## config.mk

```make
export PLATFORM = sky130hd
export DESIGN_NAME = wds_ctrl
export DESIGN_NICKNAME = d
export VERILOG_FILES = /design/src/rtl/wds_pkg.sv /design/src/rtl/wds_ctrl.sv
export SDC_FILE = /design/constraint.sdc
export NUM_CORES = 1
export LEC_CHECK = 0
export BUFFER_PORTS_ARGS = -buffer_cell sky130_fd_sc_hd__buf_2
export CAP_MARGIN = 20
export CORE_AREA = 2 2 39 41
export CTS_CLUSTER_SIZE = 16
export DETAILED_ROUTE_END_ITERATION = 6
export DIE_AREA = 0 0 41 43
export HOLD_SLACK_MARGIN = 0.1
export SYNTH_ARGS = -nofsm -noshare
export SYNTH_HDL_FRONTEND = slang
export SYNTH_SLANG_ARGS = --single-unit
```

## constraint.sdc

```tcl
create_clock -name i_clk -period 2.2 [get_ports i_clk]
set_clock_uncertainty 0.2 [all_clocks]
set_input_delay 0.22 -clock i_clk [delete_from_list [all_inputs] [get_ports i_clk]]
set_output_delay 0.22 -clock i_clk [all_outputs]
set_load 0.1 [all_outputs]
```

## src/rtl/wds_pkg.sv

```systemverilog
// Shared constants, types and codes for the weighted dose statistics block.
package wds_pkg;

    localparam int MAX_POSITIONS   = 8;
    localparam int MAX_VOXELS_LOG2 = 16;

    localparam int DOSE_W    = 16;
    localparam int FRAC_W    = 13;
    localparam int ID_W      = 32;
    localparam int SUM_W     = 29 + MAX_VOXELS_LOG2;
    localparam int SQ_W      = 45 + MAX_VOXELS_LOG2;
    localparam int FSUM_W    = FRAC_W + MAX_VOXELS_LOG2;
    localparam int WCNT_W    = 29;
    localparam int VOL_W     = 32;
    localparam int VVOL_W    = 16;
    localparam int FLOOR_W   = 32;
    localparam int WANT_W    = 4;
    localparam int PROD_W    = 2 * SUM_W;
    localparam int DVS_W     = 2 * FSUM_W;
    localparam int MP_W      = SUM_W;
    localparam int STEP_W    = $clog2(PROD_W + 1);
    localparam int POS_IDX_W = (MAX_POSITIONS > 1) ? $clog2(MAX_POSITIONS) : 1;
    localparam int POS_CNT_W = $clog2(MAX_POSITIONS + 1);
    localparam int EMIT_W    = $clog2(2 * MAX_POSITIONS + 2);
    localparam int SQRT_STEPS = 16;
    localparam int IN_DATA_W  = 64;
    localparam int OUT_DATA_W = 160;
    localparam int CFG_IDX_W  = 2;
    localparam int CFG_DATA_W = 32;
    localparam int TWO_VOXELS = 8192;

    typedef enum logic [CFG_IDX_W-1:0] {
        CFG_MIN_WANTED = 2'd0,
        CFG_MAX_WANTED = 2'd1,
        CFG_VOXEL_VOL  = 2'd2,
        CFG_VAR_FLOOR  = 2'd3
    } t_cfg_idx;

    typedef enum logic [1:0] {
        KIND_STAT = 2'd0,
        KIND_MIN  = 2'd1,
        KIND_MAX  = 2'd2
    } t_kind;

    typedef enum logic [4:0] {
        OP_NONE, OP_TAKE, OP_ACC, OP_MQF_GO, OP_MSS_GO, OP_STEP_MUL, OP_SUB,
        OP_DIVM_GO, OP_STEP_DIV, OP_MEAN, OP_DIVV_GO, OP_SQRT_GO, OP_STEP_SQRT,
        OP_DEV, OP_LOAD, OP_NEXT, OP_CLEAR
    } t_op;

    typedef enum logic [3:0] {
        S_IDLE, S_ACC, S_MQF, S_MQF_RUN, S_MSS_RUN, S_DIVM, S_DIVM_RUN, S_DIVV,
        S_DIVV_RUN, S_SQRT_RUN, S_LOAD, S_SEND
    } t_state;

    typedef struct packed {
        logic last;
        logic done;
        logic emit_last;
    } t_status;

endpackage

```

## src/rtl/wds_ctrl.sv

```systemverilog
// Sequencer for accumulation, final arithmetic and result emission.
module wds_ctrl (
    input  logic             i_clk,
    input  logic             i_rst_n,
    input  logic             i_in_valid,
    output logic             o_in_ready,
    output logic             o_out_valid,
    input  logic             i_out_ready,
    input  wds_pkg::t_status i_st,
    output wds_pkg::t_op     o_op
);
    import wds_pkg::*;

    t_state r_state, n_state;

    always_ff @(posedge i_clk) begin
        if (!i_rst_n) begin
            r_state <= S_IDLE;
        end else begin
            r_state <= n_state;
        end
    end

    always_comb begin
        n_state     = r_state;
        o_op        = OP_NONE;
        o_in_ready  = 1'b0;
        o_out_valid = 1'b0;
        unique case (r_state)
            S_IDLE: begin
                o_in_ready = 1'b1;
                if (i_in_valid) begin
                    o_op    = OP_TAKE;
                    n_state = S_ACC;
                end
            end
            S_ACC: begin
                o_op    = OP_ACC;
                n_state = i_st.last ? S_MQF : S_IDLE;
            end
            S_MQF: begin
                o_op    = OP_MQF_GO;
                n_state = S_MQF_RUN;
            end
            S_MQF_RUN: begin
                if (i_st.done) begin
                    o_op    = OP_MSS_GO;
                    n_state = S_MSS_RUN;
                end else begin
                    o_op = OP_STEP_MUL;
                end
            end
            S_MSS_RUN: begin
                if (i_st.done) begin
                    o_op    = OP_SUB;
                    n_state = S_DIVM;
                end else begin
                    o_op = OP_STEP_MUL;
                end
            end
            S_DIVM: begin
                o_op    = OP_DIVM_GO;
                n_state = S_DIVM_RUN;
            end
            S_DIVM_RUN: begin
                if (i_st.done) begin
                    o_op    = OP_MEAN;
                    n_state = S_DIVV;
                end else begin
                    o_op = OP_STEP_DIV;
                end
            end
            S_DIVV: begin
                o_op    = OP_DIVV_GO;
                n_state = S_DIVV_RUN;
            end
            S_DIVV_RUN: begin
                if (i_st.done) begin
                    o_op    = OP_SQRT_GO;
                    n_state = S_SQRT_RUN;
                end else begin
                    o_op = OP_STEP_DIV;
                end
            end
            S_SQRT_RUN: begin
                if (i_st.done) begin
                    o_op    = OP_DEV;
                    n_state = S_LOAD;
                end else begin
                    o_op = OP_STEP_SQRT;
                end
            end
            S_LOAD: begin
                o_op    = OP_LOAD;
                n_state = S_SEND;
            end
            S_SEND: begin
                o_out_valid = 1'b1;
                if (i_out_ready) begin
                    if (i_st.emit_last) begin
                        o_op    = OP_CLEAR;
                        n_state = S_IDLE;
                    end else begin
                        o_op    = OP_NEXT;
                        n_state = S_LOAD;
                    end
                end
            end
            default: n_state = S_IDLE;
        endcase
    end

endmodule

```

==> reports/results.tsv <==
metric	value	unit
avgSynthCellArea	7.10	sq um
drc_errors	0	
yosysWarningCount	0	
syn_area	440	sq um
core_region_area	1380	sq um
cts_buffers	3	
synth_edf_count	0	
synth_seq_cells	4	
synthFlopType	dfxtp_1	
ant_nets	0	
fmax	0.482	GHz
path_clk_slew	0.04	ns
cp.required	1.78	ns
yosysTopAreaCell	dfxtp_1	
seq_area	80.1	sq um
diodes	0	
routabilityCongestion	0.744	
die_h	43	um
cp_max_fo	10	
endpoint_kind	output pin	
crit_type	reg -> out	
root_buffer	clkbuf_4	
drv_cap	0	
finalMaxSlewViolations	0	
status	complete, no violations	
place_hpwl	984	um
fin_hold_ws	0.282	ns
final_common_cell	nand2_1	
power_leakage	0.269	nW
seq_area_frac_synth	18.2	%
p_per_area	1260	nW/um^2
setup_viol	0	
total_power	0.892	mW
grt_overflow	0	
post_cts_buffers	0	
cts_buffer_depth	2	
fin_crit	2.08	ns
hp-class	in -> reg	
wire_per_inst	13.6	um
rsz0062_at_grt	false	
antenna_found_initial	0	
relSlewSlack	67.9	%
drive_gt1_share	36.7	%
portBuffers	13	
grt_pass1_vias	501	
tightest_slew	0.485	ns
max-vdd-ir-drop	725	uV
routed_wirelength	1.29	mm
grt_pass1_wl	2.13	mm
hold_viol	0	
fin_nets	88	
dr.pass1.iters	4	
cts_resized	0	
grt_use_total	17.1	%
crit_arrival	1.66	ns
vias_per_cell	5.52	
start_kind	flip-flop	
start_util	31.8	%
final_cell_mix	nand2_1, buf_2, buf_12	
clk_latency	0.23	ns
top_regs	r_state x4	
die_x	41	um
num-fill-cells	128	
finalSetupTns	0	ns
synth_fp_nets	69	
io_pins	14	
postCtsHoldBufs	1	
largest_reg_flops	4	
die-area	1760	sq um
cts.sink_count	4	
synth_top_area_share	18.2	%
final_util	51.0	%
row_count	14	
num_vias	524	
first_iter_violations	4	
synthCells	62	
synth_area_leaders	dfxtp_1, mux2i_1, nand2_1, nor2b_1, o2bb2ai_1	
largest_register	r_state	
cts_tree	built	
synth_cell_types	30	
grt_max_degree	11	
post-route-period-util	94.4	%
synth-async-reset-ratio	0	%
multi_input_area	373	sq um
htree_num_levels	1	
syn2layout_area_growth	60.2	%
metrics by stage:
| step | instance area (sq um) | worst slack, ns | cells |
|---|---|---|---|
| 6_report | 706 | 0.124 | 95 |
| 5_1_grt | 706 | 0.0314 | 95 |
| 4_1_cts | 706 | 0.127 | 95 |
| 3_5_place_dp | 673 | 0.391 | 91 |
| 3_3_place_gp | 673 | 0.392 | 91 |
| 2_1_floorplan | 484 | -0.586 | 62 |
worst paths after layout:
kind / startpoint / cells past startpoint / slack, ns / endpoint
worst max-delay path: r_state[1] / 4 / 0.12 / o_op[2]
worst min-delay path: i_st[2] / 5 / 0.28 / r_state[1]
worst max register to register: r_state[3] / 5 / 0.40 / r_state[0]
worst min register to register: r_state[3] / 2 / 0.37 / r_state[3]
cell usage after synthesis, types with 2 or more instances:
library cell and n:
a21oi_1 3, a31oi_1 2, and3_1 2, clkbuf_1 4
dfxtp_1 4, inv_1 4, mux2i_1 3, nand2_1 8
nand3_1 2, nor2_1 4, nor2b_1 4, o21a_1 2
o21ai_0 2, o2bb2ai_1 2
report_power, final:
group	internal [mW]	switching, mW	total, mW
logic	0.235	0.437	0.672
registers	0.0892	0.0405	0.130
clock network	0.0610	0.0296	0.0906
total	0.385	0.507	0.892
worst max-delay path, cell delays in order, from the launching register on:
cell     delay [ns]
dfxtp_1        0.51
nand2_1        0.27
o21a_1         0.25
o32ai_2        0.18
buf_12         0.22
layout make-up:
| cell class | count | area share, % |
|---|---|---|
| Sequential cell | 4 | 11.3 |
| Tap cell | 16 | 2.84 |
| Inverter | 4 | 2.13 |
| Clock buffer | 3 | 3.19 |
| Multi-Input combinational cell | 50 | 52.8 |
| Timing Repair Buffer | 18 | 27.7 |
kinds of logic (layout without fill, tap and decap cells):
logic type             Yosys count  after routing  share of synthesized area, %
and+or+nand+nor                 27             27                          32.1
muxes                            3              3                          6.82
DFF                              4              4                          18.2
AOI/OAI and AO/OA               20             20                          36.1
buffers and inverters            8             25                          6.82
metal layers:
layer	track usage, %	share of wire, %	wire [um]
met2	26.9	51	654
met5	0	0	0
met4	2.00	0	0
met3	4.71	3.4	44
met1	23.2	46	591
(Power assumes the default switching activity.)
